File: src/spq_pkg.sv
package spq_pkg;

  // operation codes carried in the func field
  localparam logic FUNC_PUSH = 1'b0;
  localparam logic FUNC_POP  = 1'b1;

  localparam int unsigned ValueW    = 32;
  localparam int unsigned PriorityW = 16;
  localparam int unsigned CountOutW = 5;

  typedef struct packed {
    logic                        func;
    logic signed [ValueW-1:0]    item_value;
    logic        [PriorityW-1:0] item_priority;
  } spq_in_t;

  typedef struct packed {
    logic signed [ValueW-1:0]    out_value;
    logic        [PriorityW-1:0] out_priority;
    logic                        out_valid;
    logic        [CountOutW-1:0] entry_count;
    logic                        push_rejected;
  } spq_out_t;

  // one stored entry
  typedef struct packed {
    logic signed [ValueW-1:0]    value;
    logic        [PriorityW-1:0] prio;
  } spq_entry_t;

  // broadcast from the top level to every cell
  typedef struct packed {
    logic       push;
    logic       pop;
    spq_entry_t new_entry;
  } spq_ctrl_t;

endpackage

File: src/spq_in_if.sv
interface spq_in_if;
  logic             valid;
  logic             ready;
  spq_pkg::spq_in_t data;

  modport source (output valid, output data, input ready);
  modport sink (input valid, input data, output ready);
endinterface

File: src/spq_out_if.sv
interface spq_out_if;
  logic              valid;
  logic              ready;
  spq_pkg::spq_out_t data;

  modport source (output valid, output data, input ready);
  modport sink (input valid, input data, output ready);
endinterface

File: src/spq_cell.sv
module spq_cell (
  input  logic                clk_i,
  input  spq_pkg::spq_ctrl_t  ctrl_i,
  input  logic                occ_i,
  input  spq_pkg::spq_entry_t prev_entry_i,
  input  logic                prev_keep_i,
  input  spq_pkg::spq_entry_t next_entry_i,
  output spq_pkg::spq_entry_t entry_o,
  output logic                keep_o
);

  spq_pkg::spq_entry_t entry_q, entry_d;

  // entry stays in place on a push when it ranks at or above the new one
  assign keep_o = occ_i && (entry_q.prio >= ctrl_i.new_entry.prio);

  always_comb begin
    entry_d = entry_q;
    if (ctrl_i.push) begin
      if (!keep_o) begin
        entry_d = prev_keep_i ? ctrl_i.new_entry : prev_entry_i;
      end
    end else if (ctrl_i.pop) begin
      entry_d = next_entry_i;
    end
  end

  always_ff @(posedge clk_i) begin
    entry_q <= entry_d;
  end

  assign entry_o = entry_q;

endmodule

File: src/sorted_priority_queue.sv
// channel | dir | handshake     | payload
// in_i    | in  | valid / ready | func, item_value, item_priority
// out_o   | out | valid / ready | out_value, out_priority, out_valid, entry_count, push_rejected
//
// one item per cycle: each item updates the cell row, and
// its result sits in the output register on the next cycle
// the cell row compares every cell against the new priority in parallel
// reset clears the entry count and the output register; cells hold no reset
// in_i.ready drops only while a result waits in the output register and
// out_o.ready is low
module sorted_priority_queue #(
  parameter int unsigned QUEUE_DEPTH = 16
) (
  input  logic      clk_i,
  input  logic      rst_ni,
  spq_in_if.sink    in_i,
  spq_out_if.source out_o
);

  localparam int unsigned CntW = $clog2(QUEUE_DEPTH + 1);

  logic [CntW-1:0] count_q, count_d;
  logic            out_valid_q;
  spq_pkg::spq_out_t out_q, out_d;

  logic accept;
  logic is_push, is_pop;
  logic full, empty;
  logic push_ok, pop_ok;
  spq_pkg::spq_ctrl_t ctrl;

  // neighbor links, padded at both ends of the row
  spq_pkg::spq_entry_t link_entry [QUEUE_DEPTH+2];
  logic                link_keep  [QUEUE_DEPTH+1];

  // output register frees as soon as the sink takes the waiting result
  assign in_i.ready = !out_valid_q || out_o.ready;
  assign accept     = in_i.valid && in_i.ready;

  assign is_push = (in_i.data.func == spq_pkg::FUNC_PUSH);
  assign is_pop  = (in_i.data.func == spq_pkg::FUNC_POP);
  assign full    = (count_q == CntW'(QUEUE_DEPTH));
  assign empty   = (count_q == '0);
  assign push_ok = accept && is_push && !full;
  assign pop_ok  = accept && is_pop && !empty;

  assign ctrl.push                     = push_ok;
  assign ctrl.pop                      = pop_ok;
  assign ctrl.new_entry.value          = in_i.data.item_value;
  assign ctrl.new_entry.prio           = in_i.data.item_priority;

  // virtual cell ahead of the head always "keeps", so the head can load new
  assign link_entry[0]             = '0;
  assign link_keep[0]              = 1'b1;
  assign link_entry[QUEUE_DEPTH+1] = '0;

  // cell 0 holds the highest priority; equal priorities in arrival order
  for (genvar i = 0; i < QUEUE_DEPTH; i++) begin : g_cell
    logic occ;
    assign occ = (count_q > CntW'(i));

    spq_cell u_cell (
      .clk_i        (clk_i),
      .ctrl_i       (ctrl),
      .occ_i        (occ),
      .prev_entry_i (link_entry[i]),
      .prev_keep_i  (link_keep[i]),
      .next_entry_i (link_entry[i+2]),
      .entry_o      (link_entry[i+1]),
      .keep_o       (link_keep[i+1])
    );
  end

  always_comb begin
    count_d = count_q;
    if (push_ok) begin
      count_d = count_q + 1'b1;
    end else if (pop_ok) begin
      count_d = count_q - 1'b1;
    end
  end

  // result of the accepted item; head entry is read before it shifts out
  always_comb begin
    out_d               = '0;
    out_d.out_value     = pop_ok ? link_entry[1].value : '0;
    out_d.out_priority  = pop_ok ? link_entry[1].prio : '0;
    out_d.out_valid     = pop_ok;
    out_d.entry_count   = spq_pkg::CountOutW'(count_d);
    out_d.push_rejected = accept && is_push && full;
  end

  always_ff @(posedge clk_i or negedge rst_ni) begin
    if (!rst_ni) begin
      count_q     <= '0;
      out_valid_q <= 1'b0;
      out_q       <= '0;
    end else begin
      count_q <= count_d;
      if (accept) begin
        out_valid_q <= 1'b1;
        out_q       <= out_d;
      end else if (out_o.ready) begin
        out_valid_q <= 1'b0;
      end
    end
  end

  assign out_o.valid = out_valid_q;
  assign out_o.data  = out_q;

  // count never passes the row length
  a_count_bound : assert property (@(posedge clk_i) disable iff (!rst_ni)
    count_q <= CntW'(QUEUE_DEPTH))
    else $error("entry count above queue depth");

  // a pop on a non-empty queue yields a valid entry and one less held
  a_pop_result : assert property (@(posedge clk_i) disable iff (!rst_ni)
    (accept && is_pop && !empty) |=>
      (out_q.out_valid && count_q == $past(count_q) - 1'b1))
    else $error("pop did not remove an entry");

  // a push on a full queue is rejected and leaves the count alone
  a_push_full : assert property (@(posedge clk_i) disable iff (!rst_ni)
    (accept && is_push && full) |=> (out_q.push_rejected && $stable(count_q)))
    else $error("push on full queue not rejected");

  // no new item while a result waits unclaimed
  a_no_overrun : assert property (@(posedge clk_i) disable iff (!rst_ni)
    (out_valid_q && !out_o.ready) |-> !in_i.ready)
    else $error("input taken while result pending");

endmodule
File: src/flat_wrapper.sv
// flat-port wrapper written by rule: the top's interface ports become plain ports
module sorted_priority_queue_flat 
#(
  parameter int unsigned QUEUE_DEPTH = 16
)
  (clk_i, rst_ni, in_i_valid, in_i_data, in_i_ready, out_o_valid, out_o_data, out_o_ready);
  spq_in_if in_i_i ();
  spq_out_if out_o_i ();
  input  logic clk_i;
  input  logic rst_ni;
  input wire logic [$bits(in_i_i.valid)-1:0] in_i_valid;
  input wire logic [$bits(in_i_i.data)-1:0] in_i_data;
  output wire logic [$bits(in_i_i.ready)-1:0] in_i_ready;
  output wire logic [$bits(out_o_i.valid)-1:0] out_o_valid;
  output wire logic [$bits(out_o_i.data)-1:0] out_o_data;
  input wire logic [$bits(out_o_i.ready)-1:0] out_o_ready;
  assign in_i_i.valid = in_i_valid;
  assign in_i_i.data = in_i_data;
  assign in_i_ready = in_i_i.ready;
  assign out_o_valid = out_o_i.valid;
  assign out_o_data = out_o_i.data;
  assign out_o_i.ready = out_o_ready;
  sorted_priority_queue #(.QUEUE_DEPTH(QUEUE_DEPTH)) u_core (.clk_i(clk_i), .rst_ni(rst_ni), .in_i(in_i_i), .out_o(out_o_i));
endmodule
File: config.mk
export PLATFORM = sky130hd
export DESIGN_NAME = sorted_priority_queue_flat
export DESIGN_NICKNAME = d
export VERILOG_FILES = /design/src/spq_pkg.sv /design/src/spq_in_if.sv /design/src/spq_out_if.sv /design/src/spq_cell.sv /design/src/sorted_priority_queue.sv /design/src/flat_wrapper.sv
export SDC_FILE = /design/constraint.sdc
export NUM_CORES = 2
export LEC_CHECK = 0
export CORE_MARGIN = 3
export CORE_UTILIZATION = 30
export CTS_CLUSTER_DIAMETER = 120
export DETAILED_ROUTE_END_ITERATION = 16
export DONT_BUFFER_PORTS = 1
export PLACE_DENSITY = 0.53
export SYNTH_ARGS = -nofsm -noshare
export SYNTH_HDL_FRONTEND = slang
export SYNTH_SLANG_ARGS = --single-unit
File: constraint.sdc
create_clock -name clk_i -period 7.5 [get_ports clk_i]
set_clock_uncertainty 0.15 [all_clocks]
set_input_delay 0.75 -clock clk_i [delete_from_list [all_inputs] [get_ports clk_i]]
set_output_delay 0.75 -clock clk_i [all_outputs]
set_load 0.02 [all_outputs]
**After elaboration in Yosys (flattened, before gate mapping)**

Cells that the tools add are included.

- Reductions and logical operators: 45
- Add/subtract/negate cells: 2
- Bitwise operators: 1
- Equality and inequality tests: 17
- Muxes and demuxes: 69
- Magnitude comparators: 32

Operator list:

| kind | count |
|---|---|
| two-way mux 48 bit | 63 |
| >= comparator 16 bit | 16 |
| greater-than comparator 5 x 4 -> 1 bit (second input constant) | 8 |
| two-way mux 32 bit | 1 |
| != test 2 bit (second input constant) | 16 |
| AND reduction 2 bit | 16 |
| logical AND 1 bit | 22 |
| greater-than comparator 5 x 3 -> 1 bit (second input constant) | 4 |
| two-way mux 16 bit | 1 |
| greater-than comparator 5 x 1 -> 1 bit (second input constant) | 2 |
| greater-than comparator 5 x 2 -> 1 bit (second input constant) | 2 |
| two-way mux 5 bit | 2 |
| adder 5 x 1 -> 5 bit (second input constant) | 1 |
| equality test 5 bit (second input constant) | 1 |
| zero test 5 bit | 1 |
| subtractor 5 x 1 -> 5 bit (second input constant) | 1 |
| nonzero test 2 bit | 2 |
| zero test 1 bit | 3 |
| two-way mux 1 bit | 2 |
| logical OR 1 bit | 1 |
| NOT 1 bit | 1 |

- Input port bits: 53
- Output and inout port bits: 57
- Register bits after elaboration: 829
- Word-level logic and storage cells: 205

**Logic depth before layout (Yosys ltp)**

- Word-level depth: 7
- Depth in mapped cells: 13
- Mapped depth without buffers: 9

**By module**

From an unflattened synthesis, not the netlist that was laid out.

- Cell total of the unflattened synthesis: 4610
- Area, all modules: 48681.7 µm²

By module, submodules not included:

| module | times used | area an instance (µm²) | seq. area each (µm²) | cells each |
|---|---|---|---|---|
| spq_cell at u_core.g_cell[0].u_cell ... | 10 | 2857.7 | 1441.4 | 268 |
| spq_cell at u_core.g_cell[5].u_cell ... | 5 | 2874.0 | 1441.4 | 267 |
| spq_cell at u_core.g_cell[12].u_cell | 1 | 2869.0 | 1441.4 | 267 |
| sorted_priority_queue | 1 | 2865.2 | 1526.5 | 328 |

**Worst setup path after synthesis**

OpenSTA, ideal clock, no wires.

- Path kind: in2reg
- From: in in_i_data[1]
- To: reg u_core.g_cell[1].u_cell.entry_q, in the netlist u_core.g_cell[1].u_cell.entry_o[0], enable pin
- Setup time: 0.520 ns
- Data required time: 6.830 ns
- Stages on the path: 11
- Path buffers: 4
- Data arrival time: 6.439 ns
- Setup slack: 0.391 ns
- Cells stage by stage: clkbuf_1 -> inv_1 -> ha_1 -> a21o_1 -> a2111oi_0 -> o211ai_1 -> o32a_1 -> clkbuf_1 -> buf_6 -> buf_2 -> o21ai_0

- Word-level cells in the longest chain between the ends: 4

Ends and longest elaborated chain:

| what | line | RTL |
|---|---|---|
| start: declaration | flat_wrapper.sv:12 | `input wire logic [$bits(in_i_i.data)-1:0] in_i_data;` |
| >= comparator 16 bit | spq_cell.sv:15 | `assign keep_o = occ_i && (entry_q.prio >= ctrl_i.new_entry.prio);` |
| logical AND 1 bit | spq_cell.sv:15 |  |
| != test 2 bit (no source line) | n/a |  |
| AND reduction 2 bit (no source line) | n/a |  |
| end signal: assignment | spq_cell.sv:29 | `entry_q <= entry_d;` |
| end: declaration | spq_cell.sv:12 | `spq_pkg::spq_entry_t entry_q, entry_d;` |

Every way passes these cells.
A chain may end at the register's enable or synchronous reset.

**Worst setup path after layout**

- From: reg u_core.g_cell[1].u_cell.entry_q, in the netlist u_core.g_cell[1].u_cell.entry_o[0]
- To: reg u_core.g_cell[1].u_cell.entry_q, in the netlist u_core.g_cell[1].u_cell.entry_o[28], enable pin

- Word-level cells in the longest chain between the ends: 4

Ends and longest elaborated chain:

| what | line |
|---|---|
| >= comparator 16 bit | spq_cell.sv:15 |
| logical AND 1 bit | spq_cell.sv:15 |
| != test 2 bit (no source line) | n/a |
| AND reduction 2 bit (no source line) | n/a |

Every way passes these cells.

==> flow_metrics.py <==
metrics = {
    "outcome": {
        "outcome": "finished clean",
    },
    "detailed_routing": {
        "vias_per_cell": 5.37,
        "vias": 32953,
        "detail_route.drc_violations": 0,
        "drt-pass1-iter-count": 5,
        "drt-initial-drc-count": 3202,
        "antenna_violating_nets_post_route": 0,
        "post_drt_wl_per_cell_um": 24.6,
        "drt-total-wl_um": 151000,
    },
    "sta": {
        "timing.final.setup_violations": 0,
        "setup_total_negative_slack_ns": 0,
        "finalHoldViolCount": 0,
        "worst_pin_slew_ns": 1.22,
        "setup_slack_ns": 2.70,
        "rel_slew_slack_pct": 18.9,
        "timing.final.crit_period_ns": 4.80,
        "clock.fmax_mhz": 208,
        "layout_worst_path_cycle_share_pct": 64.0,
        "maxSlewViolCount": 0,
        "hold-worst-slack_ns": 0.142,
        "rsz_0062_raised_after_global_routing": "no",
    },
    "floorplanning": {
        "core_sq_um": 151000,
        "starting_density_of_the_core_pct": 30.4,
        "std_cell_rows": 142,
        "area_enclosed_by_the_die_boundary_sq_um": 157000,
        "io-pin-count": 110,
        "fp.dieH_um": 397,
        "die_w_um": 397,
    },
    "grt": {
        "grt_pass1_vias": 31766,
        "grt_overflow": 0,
        "met1_usage_pct": 26.3,
        "top_usage_layer": "met2",
        "grt_util_met3_pct": 3.45,
        "global_route.usage.met2_pct": 29.2,
        "wire_length_of_the_first_global_routing_pass_um": 219000,
        "global_route.usage.total_pct": 18.6,
        "grt_start_max_net_pins": 171,
        "antenna_violations_before_repair": 3,
    },
    "synthesis": {
        "synth_simple_gate_area_share_pct": 10.9,
        "synth.avg_cell_area_sq_um": 10.9,
        "yosys_warnings": 0,
        "synth.distinct_cells": 55,
        "synth.top_cell.area_share_pct": 50.4,
        "netlist_top_cells_area": "sky130_fd_sc_hd__edfxtp_1, sky130_fd_sc_hd__mux2i_1, sky130_fd_sc_hd__ha_1, sky130_fd_sc_hd__a21oi_1, sky130_fd_sc_hd__nand2_1",
        "dominant_combinational_cell_family_by_area_after_synthesis": "multiplexers",
        "yosys_most_used_dff": "sky130_fd_sc_hd__edfxtp_1",
        "syn_nets": 4506,
        "top_post_synthesis_cells_by_count": "sky130_fd_sc_hd__edfxtp_1, sky130_fd_sc_hd__mux2i_1, sky130_fd_sc_hd__nand2_1",
        "post_synth_mux_area_share_pct": 12.7,
        "synth_compound_area_share_pct": 12.3,
        "synth_edf_count": 768,
        "post-synth-top-count-cell": "sky130_fd_sc_hd__edfxtp_1",
        "seq_area_frac_synth_pct": 53.7,
        "synth.cell_area_sq_um": 45800,
        "async_reset_ff_share_pct": 7.36,
        "netlist.top_cell.by_area": "sky130_fd_sc_hd__edfxtp_1",
        "post_synth_xor_area_fraction_pct": 0.0383,
        "synth.ff_latch_count": 829,
        "synth_cells": 4192,
        "synth_adder_area_share_pct": 7.14,
    },
    "clocking": {
        "clock_tree.root_cell": "sky130_fd_sc_hd__clkbuf_16",
        "postCtsHoldBufs": 4,
        "cts_tree": "done",
        "cts_resized": 0,
        "clkSinkCount": 829,
        "h-tree-depth": 3,
        "tritoncts_buffers": 99,
        "clk_latency_ns": 0.70,
        "clockBufferDepth": 3,
        "clock_transition_time_at_the_flip_flop_clock_pins_of_the_worst_setup_and_hold_paths_ns": 0.06,
        "postCtsSetupRepairBufs": 0,
    },
    "final_layout": {
        "design_area_sq_um": 51000,
        "antennaDiodeCount": 0,
        "final_standard_cell_utilization_of_the_core_pct": 33.8,
        "multi_input_area_sq_um": 20000,
        "final_cells": 6131,
        "layout.nets": 4347,
        "post_route_cells_drive_above_1_share_pct": 5.78,
        "area_growth_pct": 11.4,
        "area.sequential_sq_um": 24600,
        "final.fill_count": 15254,
    },
    "setup_path": {
        "regToRegStartpoint": "u_core.g_cell[1].u_cell.entry_o[0]",
        "arrival_ns": 4.96,
        "critPathCaptureType": "flop",
        "crit_path_start": "u_core.g_cell[1].u_cell.entry_o[0]",
        "critical_path.max_fanout": 27,
        "cp.required_ns": 7.66,
        "worstSetupEndpoint": "u_core.g_cell[1].u_cell.entry_o[28]",
        "rr_endpoint": "u_core.g_cell[1].u_cell.entry_o[28]",
        "timing.reg2reg.worst_path_depth": 9,
        "timing.critical_path.from_type": "flop",
        "reg2reg_setup_slack_ns": 2.70,
        "timing.setup.critical_path_class": "flop to flop",
    },
    "placement": {
        "gp_routability_congestion": 0.902,
        "dp_hpwl_um": 92900,
        "dpl_cell_area_sq_um": 47700,
        "pre_cts_slack_ns": 2.06,
        "place.detailed.instances": 5944,
        "place.port_buffers": 0,
    },
    "worst_hold_path": {
        "holdCritPathClass": "input pin to flop",
    },
    "power": {
        "share_comb_of_total_power_pct": 27.8,
        "power.clock.fraction_pct": 30.3,
        "p_switching_mw": 5.53,
        "netSwitchingFraction_pct": 34.7,
        "irDropWorstVdd_v": 0.000229,
        "power_density_nw_per_um2": 312,
        "power.share.sequential_pct": 41.8,
        "p_int_mw": 10.4,
        "power.total_mw": 15.9,
        "leakage_power_nw": 20.2,
    },
    "run": {
        "drv_cap": 0,
    },
}
how the worst min path moves through the flow:
stage / from / to / slack [ns] / cells after the start
global route: in_i_data[22] / u_core.g_cell[15].u_cell.entry_o[22] / 0.11 / 2
detailed placement: rst_ni / u_core.out_o.data[28] / 0.31 / 0
floorplan: rst_ni / u_core.count_q[0] / 0.30 / 0
global placement: rst_ni / u_core.out_o.data[28] / 0.31 / 0
finish: in_i_data[37] / u_core.g_cell[15].u_cell.entry_o[37] / 0.14 / 2
CTS: in_i_data[31] / u_core.g_cell[15].u_cell.entry_o[31] / 0.08 / 2
critical path, stage by stage, from the launching register on:
cell	delay, ns
sky130_fd_sc_hd__edfxtp_1	0.37
sky130_fd_sc_hd__inv_1	0.09
sky130_fd_sc_hd__ha_1	0.22
sky130_fd_sc_hd__nand2b_1	0.19
sky130_fd_sc_hd__a21o_1	0.21
sky130_fd_sc_hd__a2111oi_0	0.77
sky130_fd_sc_hd__o211ai_1	0.19
sky130_fd_sc_hd__o32a_2	0.70
sky130_fd_sc_hd__o21ai_4	0.88
sky130_fd_sc_hd__buf_4	0.60
metal layers:
layer / up-vias / wire [um]
met4: 0 / 3520
met5: - / 0
li1: 15272 / -
met2: 1092 / 67600
met3: 187 / 10500
met1: 16402 / 69200
flip-flops by register name (all words and copies together), names as in the netlist:
name / count
u_core.out_o.valid: 1
u_core.g_cell.u_cell.entry_o: 768
u_core.out_o.data: 55
u_core.count_q: 5
power groups by stage:
stage	sequential [mW]	clock (mW)	combinational, mW
2_1_floorplan	6.52	0	3.04
5_1_grt	6.74	5.12	4.80
3_3_place_gp	6.73	0	4.36
6_report	6.66	4.83	4.43
4_1_cts	6.65	4.94	4.43
3_5_place_dp	6.74	0	4.41
cells in the final DEF, fill, tap and decap left out, types with 36 or more instances in the layout:
cell | netlist | final
sky130_fd_sc_hd__nand2_1 | 538 | 526
sky130_fd_sc_hd__o211ai_1 | 147 | 147
sky130_fd_sc_hd__a21oi_1 | 413 | 413
sky130_fd_sc_hd__clkbuf_1 | 247 | 39
sky130_fd_sc_hd__buf_4 | 9 | 54
sky130_fd_sc_hd__a21o_1 | 43 | 43
sky130_fd_sc_hd__clkbuf_16 | 0 | 101
sky130_fd_sc_hd__mux2i_1 | 576 | 576
sky130_fd_sc_hd__nand3_1 | 174 | 172
sky130_fd_sc_hd__edfxtp_1 | 768 | 768
sky130_fd_sc_hd__a22o_1 | 47 | 47
sky130_fd_sc_hd__o21ai_0 | 232 | 227
sky130_fd_sc_hd__ha_1 | 261 | 261
sky130_fd_sc_hd__dfrtp_1 | 61 | 61
sky130_fd_sc_hd__nor2_1 | 415 | 415
sky130_fd_sc_hd__inv_1 | 36 | 36
area by class of cell:
class | instances | area share (%)
clock inverters | 35 | 0.773
clock buffers | 148 | 5.46
inverters | 37 | 0.272
flip-flops and latches | 829 | 48.2
repair buffers | 63 | 1.10
multi-input cells | 3003 | 39.2
well taps | 2016 | 4.95
logic make-up after synthesis:
| group | count (synthesis) |
|---|---|
| AOI/OAI and AO/OA | 949 |
| adders and majority gates | 261 |
| xor gates and xnor gates | 2 |
| muxes | 580 |
| DFF | 829 |
| and+or+nand+nor | 1211 |
| buffers and inverters | 360 |
Power figures use the tool's default switching activity.
